## src/hdl/acd_pkg.sv

```systemverilog
// Types, character codes and helper functions shared by the command decoder modules.
package acd_pkg;

    localparam int TEXT_MAX   = 30;
    // Queue depths must be powers of two so that the pointers wrap on their own.
    localparam int INQ_DEPTH  = 2;
    localparam int OUTQ_DEPTH = 4;

    localparam logic [7:0] CH_L = 8'h4C;
    localparam logic [7:0] CH_S = 8'h53;
    localparam logic [7:0] CH_B = 8'h42;
    localparam logic [7:0] CH_D = 8'h44;
    localparam logic [7:0] CH_P = 8'h50;
    localparam logic [7:0] CH_C = 8'h43;
    localparam logic [7:0] CH_T = 8'h54;
    localparam logic [7:0] CH_M = 8'h4D;
    localparam logic [7:0] CH_R = 8'h52;

    typedef enum logic [3:0] {
        MODE_IDLE,
        MODE_LED,
        MODE_LEDOP,
        MODE_SWITCH,
        MODE_BUZZ,
        MODE_HEX,
        MODE_COOLER,
        MODE_MIRROR,
        MODE_TEXT,
        MODE_ERR
    } mode_t;

    typedef enum logic [1:0] {
        REPLY_NONE,
        REPLY_ACK,
        REPLY_ERR
    } reply_t;

    typedef enum logic [3:0] {
        ACT_NONE,
        ACT_LEDCLR,
        ACT_LEDSET,
        ACT_LEDREAD,
        ACT_SWREAD,
        ACT_BUZZ,
        ACT_HEX,
        ACT_COOLER,
        ACT_ANGLE,
        ACT_CHAR,
        ACT_TEXTEND,
        ACT_TEMP
    } action_t;

    // One input byte together with what the front end found out about it.
    typedef struct packed {
        logic [7:0] data;
        logic       last_byte;
        logic [3:0] leds;
        logic [3:0] sws;
        logic       blank;
        logic       dec;
        logic       hexl;
        logic [3:0] digit;
        logic       unit_ok;
        logic [1:0] unit;
        logic [1:0] led_op;
        mode_t      lead_mode;
        logic       lead_temp;
    } acd_class_t;

    typedef struct packed {
        reply_t      reply;
        action_t     action;
        logic [1:0]  target;
        logic [15:0] value;
        logic        is_on;
        logic        last;
    } acd_result_t;

    // Results of one byte, at most two, as written into the result queue.
    typedef struct packed {
        logic [1:0]  cnt;
        acd_result_t r0;
        acd_result_t r1;
    } acd_pair_t;

    function automatic acd_pair_t acd_put(acd_pair_t p, reply_t rp, action_t ac,
                                          logic [1:0] tg, logic [15:0] v, logic on);
        acd_result_t r;
        acd_pair_t   q;
        r.reply  = rp;
        r.action = ac;
        r.target = tg;
        r.value  = v;
        r.is_on  = on;
        r.last   = 1'b0;
        q = p;
        // A third result of the same byte is dropped.
        case (p.cnt)
            2'd0:
            begin
                q.r0  = r;
                q.cnt = 2'd1;
            end
            2'd1:
            begin
                q.r1  = r;
                q.cnt = 2'd2;
            end
            default:
            begin
                q = p;
            end
        endcase
        return q;
    endfunction

    function automatic action_t acd_num_action(mode_t m);
        action_t a;
        unique case (m)
            MODE_BUZZ:   a = ACT_BUZZ;
            MODE_HEX:    a = ACT_HEX;
            MODE_COOLER: a = ACT_COOLER;
            default:     a = ACT_ANGLE;
        endcase
        return a;
    endfunction

endpackage

```

## src/hdl/acd_front.sv

```systemverilog
// Front end: accepts command bytes, classifies them and queues them for the executor.
module acd_front (
    input  logic               clk,
    input  logic               rst_n,
    input  logic               push,
    output logic               full,
    input  logic [7:0]         cmd_byte,
    input  logic               buffer_end,
    input  logic [3:0]         led_levels,
    input  logic [3:0]         switch_levels,
    output acd_pkg::acd_class_t head,
    output logic               head_valid,
    input  logic               head_pop
);

    localparam int AW = $clog2(acd_pkg::INQ_DEPTH);
    localparam int CW = $clog2(acd_pkg::INQ_DEPTH + 1);

    acd_pkg::acd_class_t entry_reg [acd_pkg::INQ_DEPTH];
    acd_pkg::acd_class_t cls;
    logic [AW-1:0]       wp_reg, wp_next;
    logic [AW-1:0]       rp_reg, rp_next;
    logic [CW-1:0]       count_reg, count_next;
    logic                do_push;
    logic                do_pop;

    always_comb
    begin
        cls.data      = cmd_byte;
        cls.last_byte = buffer_end;
        cls.leds      = led_levels;
        cls.sws       = switch_levels;
        cls.blank     = (cmd_byte == 8'h20) || (cmd_byte == 8'h09) || (cmd_byte == 8'h0D) ||
                        (cmd_byte == 8'h0A) || (cmd_byte == 8'h00);
        cls.dec       = (cmd_byte >= 8'h30) && (cmd_byte <= 8'h39);
        cls.hexl      = (cmd_byte >= 8'h41) && (cmd_byte <= 8'h46);
        // Letters A-F have low nibbles 1-6, so adding nine gives 10-15.
        cls.digit     = cls.dec ? cmd_byte[3:0] : cmd_byte[3:0] + 4'd9;
        cls.unit_ok   = (cmd_byte >= 8'h31) && (cmd_byte <= 8'h34);
        cls.unit      = cmd_byte[1:0] - 2'd1;
        unique case (cmd_byte)
            acd_pkg::CH_C: cls.led_op = 2'd1;
            acd_pkg::CH_S: cls.led_op = 2'd2;
            acd_pkg::CH_R: cls.led_op = 2'd3;
            default:       cls.led_op = 2'd0;
        endcase
        cls.lead_temp = 1'b0;
        unique case (cmd_byte)
            acd_pkg::CH_L: cls.lead_mode = acd_pkg::MODE_LED;
            acd_pkg::CH_S: cls.lead_mode = acd_pkg::MODE_SWITCH;
            acd_pkg::CH_B: cls.lead_mode = acd_pkg::MODE_BUZZ;
            acd_pkg::CH_D: cls.lead_mode = acd_pkg::MODE_HEX;
            acd_pkg::CH_P: cls.lead_mode = acd_pkg::MODE_TEXT;
            acd_pkg::CH_C: cls.lead_mode = acd_pkg::MODE_COOLER;
            acd_pkg::CH_M: cls.lead_mode = acd_pkg::MODE_MIRROR;
            acd_pkg::CH_T:
            begin
                cls.lead_mode = acd_pkg::MODE_IDLE;
                cls.lead_temp = 1'b1;
            end
            default:
            begin
                cls.lead_mode = cls.blank ? acd_pkg::MODE_IDLE : acd_pkg::MODE_ERR;
            end
        endcase
    end

    assign full       = (count_reg == CW'(acd_pkg::INQ_DEPTH));
    assign head_valid = (count_reg != '0);
    assign head       = entry_reg[rp_reg];
    assign do_push    = push && !full;
    assign do_pop     = head_pop && head_valid;

    always_comb
    begin
        wp_next    = do_push ? wp_reg + AW'(1) : wp_reg;
        rp_next    = do_pop ? rp_reg + AW'(1) : rp_reg;
        count_next = count_reg + CW'(do_push) - CW'(do_pop);
    end

    always_ff @(posedge clk)
    begin
        if (do_push)
        begin
            entry_reg[wp_reg] <= cls;
        end
    end

    always_ff @(posedge clk or negedge rst_n)
    begin
        if (!rst_n)
        begin
            wp_reg    <= '0;
            rp_reg    <= '0;
            count_reg <= '0;
        end
        else
        begin
            wp_reg    <= wp_next;
            rp_reg    <= rp_next;
            count_reg <= count_next;
        end
    end

endmodule

```

## src/hdl/acd_exec.sv

```systemverilog
// Back end: runs the command state machine on classified bytes and emits up to two results.
module acd_exec (
    input  logic                clk,
    input  logic                rst_n,
    input  acd_pkg::acd_class_t head,
    input  logic                head_valid,
    output logic                head_pop,
    input  logic                space,
    output acd_pkg::acd_pair_t  wr
);

    acd_pkg::mode_t     mode_reg, mode_next;
    logic [1:0]         lop_reg, lop_next;
    logic [15:0]        acc_reg, acc_next;
    logic [2:0]         dc_reg, dc_next;
    logic [4:0]         tl_reg, tl_next;
    acd_pkg::acd_pair_t p;
    acd_pkg::action_t   led_act;
    logic               hex;
    logic               dig_ok;
    logic [15:0]        acc_mul;
    logic [15:0]        acc_new;
    logic [2:0]         dc_new;
    logic [2:0]         maxd;
    logic [4:0]         tl_new;

    assign head_pop = head_valid && space;

    always_comb
    begin
        hex     = (mode_reg == acd_pkg::MODE_HEX) || (mode_reg == acd_pkg::MODE_COOLER);
        dig_ok  = head.dec || (hex && head.hexl);
        acc_mul = hex ? {acc_reg[11:0], 4'b0000}
                      : ({acc_reg[12:0], 3'b000} + {acc_reg[14:0], 1'b0});
        acc_new = acc_mul + {12'b0, head.digit};
        dc_new  = dc_reg + 3'd1;
        maxd    = hex ? 3'd4 : 3'd3;
        tl_new  = tl_reg + 5'd1;
        led_act = (lop_reg == 2'd0) ? acd_pkg::ACT_LEDCLR : acd_pkg::action_t'({2'b00, lop_reg});
    end

    always_comb
    begin
        mode_next = mode_reg;
        lop_next  = lop_reg;
        acc_next  = acc_reg;
        dc_next   = dc_reg;
        tl_next   = tl_reg;
        p         = '0;

        unique case (mode_reg) inside
            acd_pkg::MODE_LED:
            begin
                if (head.led_op != 2'd0)
                begin
                    mode_next = acd_pkg::MODE_LEDOP;
                    lop_next  = head.led_op;
                end
                else
                begin
                    mode_next = acd_pkg::MODE_ERR;
                end
            end
            acd_pkg::MODE_LEDOP:
            begin
                if (head.unit_ok)
                begin
                    p = acd_pkg::acd_put(p, acd_pkg::REPLY_ACK, led_act, head.unit, 16'd0,
                                         (led_act == acd_pkg::ACT_LEDREAD) && head.leds[head.unit]);
                    mode_next = acd_pkg::MODE_IDLE;
                end
                else
                begin
                    mode_next = acd_pkg::MODE_ERR;
                end
                lop_next = '0;
                acc_next = '0;
                dc_next  = '0;
                tl_next  = '0;
            end
            acd_pkg::MODE_SWITCH:
            begin
                if (head.unit_ok)
                begin
                    p = acd_pkg::acd_put(p, acd_pkg::REPLY_ACK, acd_pkg::ACT_SWREAD, head.unit,
                                         16'd0, head.sws[head.unit]);
                    mode_next = acd_pkg::MODE_IDLE;
                    lop_next  = '0;
                    acc_next  = '0;
                    dc_next   = '0;
                    tl_next   = '0;
                end
                else
                begin
                    mode_next = acd_pkg::MODE_ERR;
                end
            end
            acd_pkg::MODE_BUZZ, acd_pkg::MODE_HEX, acd_pkg::MODE_COOLER, acd_pkg::MODE_MIRROR:
            begin
                if (dig_ok)
                begin
                    acc_next = acc_new;
                    dc_next  = dc_new;
                    if (dc_new >= maxd)
                    begin
                        p = acd_pkg::acd_put(p, acd_pkg::REPLY_ACK,
                                             acd_pkg::acd_num_action(mode_reg), 2'd0, acc_new,
                                             1'b0);
                        mode_next = acd_pkg::MODE_IDLE;
                        lop_next  = '0;
                        acc_next  = '0;
                        dc_next   = '0;
                        tl_next   = '0;
                    end
                end
                else if (dc_reg == 3'd0)
                begin
                    if (head.blank)
                    begin
                        p = acd_pkg::acd_put(p, acd_pkg::REPLY_ERR, acd_pkg::ACT_NONE, 2'd0,
                                             16'd0, 1'b0);
                        mode_next = acd_pkg::MODE_IDLE;
                    end
                    else
                    begin
                        mode_next = acd_pkg::MODE_ERR;
                    end
                    lop_next = '0;
                    acc_next = '0;
                    dc_next  = '0;
                    tl_next  = '0;
                end
                else
                begin
                    // The number ended early: acknowledge it, then treat the byte as a leader.
                    p = acd_pkg::acd_put(p, acd_pkg::REPLY_ACK,
                                         acd_pkg::acd_num_action(mode_reg), 2'd0, acc_reg, 1'b0);
                    mode_next = head.lead_mode;
                    lop_next  = '0;
                    acc_next  = '0;
                    dc_next   = '0;
                    tl_next   = '0;
                    if (head.lead_temp)
                    begin
                        p = acd_pkg::acd_put(p, acd_pkg::REPLY_NONE, acd_pkg::ACT_TEMP, 2'd0,
                                             16'd0, 1'b0);
                    end
                end
            end
            acd_pkg::MODE_TEXT:
            begin
                if (head.blank)
                begin
                    p = acd_pkg::acd_put(p, acd_pkg::REPLY_ACK, acd_pkg::ACT_TEXTEND, 2'd0,
                                         16'd0, 1'b0);
                    mode_next = acd_pkg::MODE_IDLE;
                    lop_next  = '0;
                    acc_next  = '0;
                    dc_next   = '0;
                    tl_next   = '0;
                end
                else
                begin
                    p = acd_pkg::acd_put(p, acd_pkg::REPLY_NONE, acd_pkg::ACT_CHAR, 2'd0,
                                         {8'h00, head.data}, 1'b0);
                    tl_next = tl_new;
                    if (tl_new >= 5'(acd_pkg::TEXT_MAX))
                    begin
                        p = acd_pkg::acd_put(p, acd_pkg::REPLY_ACK, acd_pkg::ACT_TEXTEND, 2'd0,
                                             16'd0, 1'b0);
                        mode_next = acd_pkg::MODE_IDLE;
                        lop_next  = '0;
                        acc_next  = '0;
                        dc_next   = '0;
                        tl_next   = '0;
                    end
                end
            end
            acd_pkg::MODE_ERR:
            begin
                if (head.blank)
                begin
                    p = acd_pkg::acd_put(p, acd_pkg::REPLY_ERR, acd_pkg::ACT_NONE, 2'd0,
                                         16'd0, 1'b0);
                    mode_next = acd_pkg::MODE_IDLE;
                    lop_next  = '0;
                    acc_next  = '0;
                    dc_next   = '0;
                    tl_next   = '0;
                end
            end
            default:
            begin
                mode_next = head.lead_mode;
                lop_next  = '0;
                acc_next  = '0;
                dc_next   = '0;
                tl_next   = '0;
                if (head.lead_temp)
                begin
                    p = acd_pkg::acd_put(p, acd_pkg::REPLY_NONE, acd_pkg::ACT_TEMP, 2'd0,
                                         16'd0, 1'b0);
                end
            end
        endcase

        // At the end of a buffer, whatever is still open is closed out.
        if (head.last_byte)
        begin
            unique case (mode_next) inside
                acd_pkg::MODE_LED, acd_pkg::MODE_LEDOP, acd_pkg::MODE_SWITCH, acd_pkg::MODE_ERR:
                begin
                    p = acd_pkg::acd_put(p, acd_pkg::REPLY_ERR, acd_pkg::ACT_NONE, 2'd0,
                                         16'd0, 1'b0);
                end
                acd_pkg::MODE_BUZZ, acd_pkg::MODE_HEX, acd_pkg::MODE_COOLER,
                acd_pkg::MODE_MIRROR:
                begin
                    if (dc_next != 3'd0)
                    begin
                        p = acd_pkg::acd_put(p, acd_pkg::REPLY_ACK,
                                             acd_pkg::acd_num_action(mode_next), 2'd0, acc_next,
                                             1'b0);
                    end
                    else
                    begin
                        p = acd_pkg::acd_put(p, acd_pkg::REPLY_ERR, acd_pkg::ACT_NONE, 2'd0,
                                             16'd0, 1'b0);
                    end
                end
                acd_pkg::MODE_TEXT:
                begin
                    p = acd_pkg::acd_put(p, acd_pkg::REPLY_ACK, acd_pkg::ACT_TEXTEND, 2'd0,
                                         16'd0, 1'b0);
                end
                default:
                begin
                    p = p;
                end
            endcase
            mode_next = acd_pkg::MODE_IDLE;
            lop_next  = '0;
            acc_next  = '0;
            dc_next   = '0;
            tl_next   = '0;
        end

        if (p.cnt == 2'd1)
        begin
            p.r0.last = 1'b1;
        end
        else if (p.cnt == 2'd2)
        begin
            p.r1.last = 1'b1;
        end

        wr = p;
        if (!head_pop)
        begin
            wr.cnt = 2'd0;
        end
    end

    always_ff @(posedge clk or negedge rst_n)
    begin
        if (!rst_n)
        begin
            mode_reg <= acd_pkg::MODE_IDLE;
            lop_reg  <= '0;
            acc_reg  <= '0;
            dc_reg   <= '0;
            tl_reg   <= '0;
        end
        else if (head_pop)
        begin
            mode_reg <= mode_next;
            lop_reg  <= lop_next;
            acc_reg  <= acc_next;
            dc_reg   <= dc_next;
            tl_reg   <= tl_next;
        end
    end

endmodule

```

## src/hdl/acd_outq.sv

```systemverilog
// Result queue: takes up to two results per cycle and hands them out one at a time.
module acd_outq (
    input  logic                clk,
    input  logic                rst_n,
    input  acd_pkg::acd_pair_t  wr,
    output logic                space,
    output logic                empty,
    input  logic                pop,
    output acd_pkg::acd_result_t head
);

    localparam int AW = $clog2(acd_pkg::OUTQ_DEPTH);
    localparam int CW = $clog2(acd_pkg::OUTQ_DEPTH + 1);

    acd_pkg::acd_result_t entry_reg [acd_pkg::OUTQ_DEPTH];
    logic [AW-1:0]        wp_reg, wp_next;
    logic [AW-1:0]        rp_reg, rp_next;
    logic [CW-1:0]        count_reg, count_next;
    logic                 do_pop;

    assign empty  = (count_reg == '0);
    // Room for a full pair, whether or not a result leaves this cycle.
    assign space  = (count_reg <= CW'(acd_pkg::OUTQ_DEPTH - 2));
    assign head   = entry_reg[rp_reg];
    assign do_pop = pop && !empty;

    always_comb
    begin
        wp_next    = wp_reg + AW'(wr.cnt);
        rp_next    = do_pop ? rp_reg + AW'(1) : rp_reg;
        count_next = count_reg + CW'(wr.cnt) - CW'(do_pop);
    end

    always_ff @(posedge clk)
    begin
        if (wr.cnt != 2'd0)
        begin
            entry_reg[wp_reg] <= wr.r0;
        end
        if (wr.cnt == 2'd2)
        begin
            entry_reg[wp_reg + AW'(1)] <= wr.r1;
        end
    end

    always_ff @(posedge clk or negedge rst_n)
    begin
        if (!rst_n)
        begin
            wp_reg    <= '0;
            rp_reg    <= '0;
            count_reg <= '0;
        end
        else
        begin
            wp_reg    <= wp_next;
            rp_reg    <= rp_next;
            count_reg <= count_next;
        end
    end

endmodule

```

## src/hdl/ascii_command_decoder.sv

```systemverilog
// Top level of the ASCII command decoder: front end, executor and result queue.
//
//   Channel   Handshake         Payload
//   input     push / full       cmd_byte, buffer_end, led_levels, switch_levels
//   result    empty / pop       reply, action, target, value, is_on, last_of_run
//
// One byte is accepted per cycle while the input queue is not full. A byte
// enters a two-entry input queue and is decoded by the command state machine
// once it is at the head and the result queue has room; its results are then
// registered into the result queue and show on the result ports at its head.
// Bytes that give two results run at the pop rate of one result per cycle.
// The executor takes a byte only when the result queue has room for two results.
// Reset empties both queues and puts the decoder in idle; no clearing pass.
module ascii_command_decoder (
    input  logic        clk,
    input  logic        rst_n,
    input  logic        push,
    output logic        full,
    input  logic [7:0]  cmd_byte,
    input  logic        buffer_end,
    input  logic [3:0]  led_levels,
    input  logic [3:0]  switch_levels,
    output logic        empty,
    input  logic        pop,
    output logic [1:0]  reply,
    output logic [3:0]  action,
    output logic [1:0]  target,
    output logic [15:0] value,
    output logic        is_on,
    output logic        last_of_run
);

    acd_pkg::acd_class_t  head;
    logic                 head_valid;
    logic                 head_pop;
    logic                 space;
    acd_pkg::acd_pair_t   wr;
    acd_pkg::acd_result_t res;

    acd_front u_front (
        .clk           (clk),
        .rst_n         (rst_n),
        .push          (push),
        .full          (full),
        .cmd_byte      (cmd_byte),
        .buffer_end    (buffer_end),
        .led_levels    (led_levels),
        .switch_levels (switch_levels),
        .head          (head),
        .head_valid    (head_valid),
        .head_pop      (head_pop)
    );

    acd_exec u_exec (
        .clk        (clk),
        .rst_n      (rst_n),
        .head       (head),
        .head_valid (head_valid),
        .head_pop   (head_pop),
        .space      (space),
        .wr         (wr)
    );

    acd_outq u_outq (
        .clk   (clk),
        .rst_n (rst_n),
        .wr    (wr),
        .space (space),
        .empty (empty),
        .pop   (pop),
        .head  (res)
    );

    assign reply       = res.reply;
    assign action      = res.action;
    assign target      = res.target;
    assign value       = res.value;
    assign is_on       = res.is_on;
    assign last_of_run = res.last;

endmodule

```

## config.mk

```make
export PLATFORM = sky130hd
export DESIGN_NAME = ascii_command_decoder
export DESIGN_NICKNAME = d
export VERILOG_FILES = /design/src/hdl/acd_pkg.sv /design/src/hdl/acd_front.sv /design/src/hdl/acd_exec.sv /design/src/hdl/acd_outq.sv /design/src/hdl/ascii_command_decoder.sv
export SDC_FILE = /design/constraint.sdc
export NUM_CORES = 1
export LEC_CHECK = 0
export BUFFER_PORTS_ARGS = -buffer_cell sky130_fd_sc_hd__buf_2
export CORE_ASPECT_RATIO = 1.75
export CORE_MARGIN = 5
export CORE_UTILIZATION = 50
export CTS_BUF_LIST = sky130_fd_sc_hd__clkbuf_4
export DETAILED_ROUTE_END_ITERATION = 10
export PLACE_DENSITY = 0.67
export SLEW_MARGIN = 20
export SYNTH_ARGS = -nofsm -noshare
export SYNTH_HDL_FRONTEND = slang
export SYNTH_SLANG_ARGS = --single-unit
```

## constraint.sdc

```tcl
create_clock -name clk -period 14 [get_ports clk]
set_input_delay 2.1 -clock clk [delete_from_list [all_inputs] [get_ports clk]]
set_output_delay 2.1 -clock clk [all_outputs]
set_load 0.01 [all_outputs]
```

==> impl_metrics.env <==
export IMPL_post_place_ws_ns=7.84
export IMPL_final_core_util_pct=55.2
export IMPL_clock_sinks=213
export IMPL_die_w_um=128
export IMPL_arrival_ns=6.39
export IMPL_std_cell_rows=75
export IMPL_syn_cell_area_um2=12200
export IMPL_synth_top_family_by_area="compound AO/OA/AOI/OAI gates"
export IMPL_synth_fp_nets=1157
export IMPL_wl_mm=31.5
export IMPL_cp_required_ns=14.16
export IMPL_insertion_delay_ns=0.70
export IMPL_rsz0062_at_grt="false"
export IMPL_synth_largest_area_cell="edfxtp_1"
export IMPL_path_clk_slew_ns=0.07
export IMPL_remaining_drc_errors=0
export IMPL_fill_cells=2210
export IMPL_whs_ns=0.469
export IMPL_vias_per_cell=6.23
export IMPL_post_place_cells=1407
export IMPL_die_y_um=217
export IMPL_grt_overflow_total=0
export IMPL_powerDensity_nw_per_um2=211
export IMPL_cts_buffers=48
export IMPL_grt_pass1_wl_mm=50.4
export IMPL_core_area_um2=24000
export IMPL_ys_top_cells_by_area="edfxtp_1 (39%), dfrtp_1 (8.4%), mux4_2 (5.5%)"
export IMPL_post_route_period_util_pct=44.5
export IMPL_worstSetupPathType="register to register"
export IMPL_total_power_mw=2.79
export IMPL_ios=49
export IMPL_ys_warn_count=0
export IMPL_io_buffers=48
export IMPL_synth_edff_count=160
export IMPL_synth_xor_area_share_pct=2.57
export IMPL_synth_flop_cell="edfxtp_1"
export IMPL_gp_congestion=0.889
export IMPL_netlist_area_leader_share_pct=39.4
export IMPL_grt_max_degree=42
export IMPL_multi_input_area_um2=5690
export IMPL_hold_buffers=0
export IMPL_timing_final_hold_violations=0
export IMPL_min_delay_start="u_outq.entry_reg[3][1]"
export IMPL_post_cts_buffers=0
export IMPL_post_drt_wl_per_cell_um=21.1
export IMPL_area_growth_pct=8.70
export IMPL_maxCapViolations=0
export IMPL_timing_final_ws_setup_ns=7.76
export IMPL_synth_compound_area_share_pct=18.6
export IMPL_layout_drive_gt1_share_pct=17.4
export IMPL_cp_start_kind="register"
export IMPL_yosys_area_share_simple_pct=12.5
export IMPL_stdcell_area_um2=13300
export IMPL_die_area_um2=27700
export IMPL_critPathCaptureType="register"
export IMPL_firstDrtPassIters=5
export IMPL_h_tree_depth=2
export IMPL_cp_max_fo=23
export IMPL_finalNonFillerCells=1490
export IMPL_finalClockSkew_ns=0.0586
export IMPL_finalSetupViolCount=0
export IMPL_via_count=9283
export IMPL_fin_crit_ns=6.24
export IMPL_cts_root_buf="clkbuf_4"
export IMPL_worst_pin_slew_ns=1.11
export IMPL_synth_cell_types=89
export IMPL_largest_reg_flops=104
export IMPL_synth_mux_area_share_pct=8.89
export IMPL_clock_path_buffers=3
export IMPL_cts_tree="built"
export IMPL_dr_first_iter_drc_count=741
export IMPL_hold_class="register to register"
export IMPL_ctsResizeCount=0
export IMPL_first_global_vias=9709
export IMPL_critical_path_startpoint="u_exec.mode_reg[3]"
export IMPL_hpwl_mm=22.8
export IMPL_seq_area_frac_synth_pct=49.8
export IMPL_nets=1207
export IMPL_peakVddDrop_uv=90.4
export IMPL_r2r_start="u_exec.mode_reg[3]"
export IMPL_outcome="finished clean"
export IMPL_seq_area_um2=6070
export IMPL_grtUsageTotal_pct=22.9
export IMPL_ant_nets=0
export IMPL_ys_ff_latch=213
export IMPL_synth_cells=1099
export IMPL_start_util_pct=50.8
export IMPL_p_leak_nw=4.85
export IMPL_fmax_mhz=160
export IMPL_drv_slew=0
export IMPL_relSlewSlack_pct=25.8
export IMPL_antenna_found_initial=1
export IMPL_synthAdderAreaFrac_pct=3.98
export IMPL_synthArstFlopShare_pct=19.2
export IMPL_timing_setup_tns_ns=0
export IMPL_avgSynthCellArea_um2=11.1
export IMPL_dpl_instance_area_um2=12600
==> logic make-up after synthesis <==
family	Yosys count
fa+ha+maj	37
xor+xnor	35
compound gates	328
simple gates	311
buf+inv	106
mux	69
flops	213
==> layout by cell type (no fill, tap or decap), drive strengths merged, types with 7 or more instances in the layout <==
cell type / Yosys / routed
o32ai: 9 / 9
edfxtp: 160 / 160
a22oi: 14 / 14
and2: 12 / 12
or2: 13 / 13
mux4: 30 / 30
a21oi: 50 / 50
xnor2: 21 / 21
a31oi: 7 / 7
o21ai: 56 / 56
nand3: 24 / 24
and3: 9 / 9
o31ai: 7 / 7
xor2: 14 / 14
nor3: 30 / 30
ha: 34 / 34
buf: 31 / 60
o211ai: 11 / 11
inv: 46 / 47
nand2: 87 / 87
dfrtp: 41 / 41
o22ai: 77 / 77
a22o: 28 / 28
nor2: 88 / 88
mux2: 9 / 9
a21o: 10 / 10
nand2b: 15 / 15
clkbuf: 29 / 63
mux2i: 30 / 30
dfxtp: 12 / 12
clkinv: 0 / 15
==> final cells by class <==
cell class	count	area share [%]
Inverter	46	1.30
Clock buffer	63	3.57
Antenna cell	1	0.0189
Timing Repair Buffer	60	2.51
Multi-Input combinational cell	780	42.9
Sequential cell	213	45.8
Tap cell	308	2.91
Clock inverter	19	1.01
==> critical path, cell delays in order, from the launching register on <==
cell      delay, ns
dfrtp_1        0.55
nand2b_1       0.38
nor2_4         0.39
inv_1          0.41
ha_1           0.42
nand2b_1       0.14
a21o_1         0.17
a21oi_1        0.41
a211oi_1       0.17
o22ai_1        0.45
ha_1           0.36
nor2b_1        0.15
nor3_2         0.34
nor2_4         0.09
nand2_1        0.50
nand2_1        0.80
==> synth_stat cells (4+ instances only) <==
cell type and instances:
buf_1 6, nand2_1 87, nor4_1 4, inv_1 46, o21ai_1 7, a22oi_1 14, nor2b_1 6, nor2_1 85
mux4_2 30, o32ai_1 8, nor3_1 27, nand2b_1 15, mux2i_1 29, nand3_1 24, or3_1 4, and3_1 9
a21o_1 10, dfrtp_1 41, a21oi_1 48, dfxtp_1 12, ha_1 34, or2_2 9, a31oi_1 7, nor3b_1 5
a22o_1 28, clkbuf_1 29, edfxtp_1 160, o21a_1 4, mux2_2 8, xnor2_1 21, o22ai_1 77, o211ai_1 11
o22a_1 6, o2bb2ai_1 5, a211oi_1 6, a211o_1 4, o31ai_1 6, o21ai_0 49, and2_1 12, xor2_1 13
a32oi_1 4, or2_1 4, buf_2 21
==> routing by layer <==
layer  vias to the layer above  part of all wire [%]  track usage [%]
met5                         -                     0                0
met4                         0                   5.1             11.7
met3                       111                   4.0             3.40
met2                       287                    53             42.0
met1                      4522                    37             25.2
li1                       4363                     -                -
==> final timing paths <==
| path | to | slack [ns] | cells past startpoint |
|---|---|---|---|
| worst max-delay path | u_outq.entry_reg[3][23] | 7.76 | 15 |
| worst min-delay path | u_outq.entry_reg[3][1] | 0.47 | 2 |
| worst max register to register | u_outq.entry_reg[3][23] | 7.76 | 15 |
| worst min register to register | u_outq.entry_reg[3][1] | 0.47 | 2 |
| max in group asynchronous | u_outq.rp_reg[0] | 12.13 | 1 |
| min in group asynchronous | u_exec.acc_reg[15] | 1.42 | 1 |
==> where the power goes <==
part | switching (mW) | leakage [nW] | internal (mW) | total (mW)
logic | 0.898 | 2.36 | 0.455 | 1.35
registers | 0.0697 | 2.13 | 0.877 | 0.946
clock network | 0.244 | 0.358 | 0.248 | 0.492
Note: power is estimated with default switching activity, not from simulation.
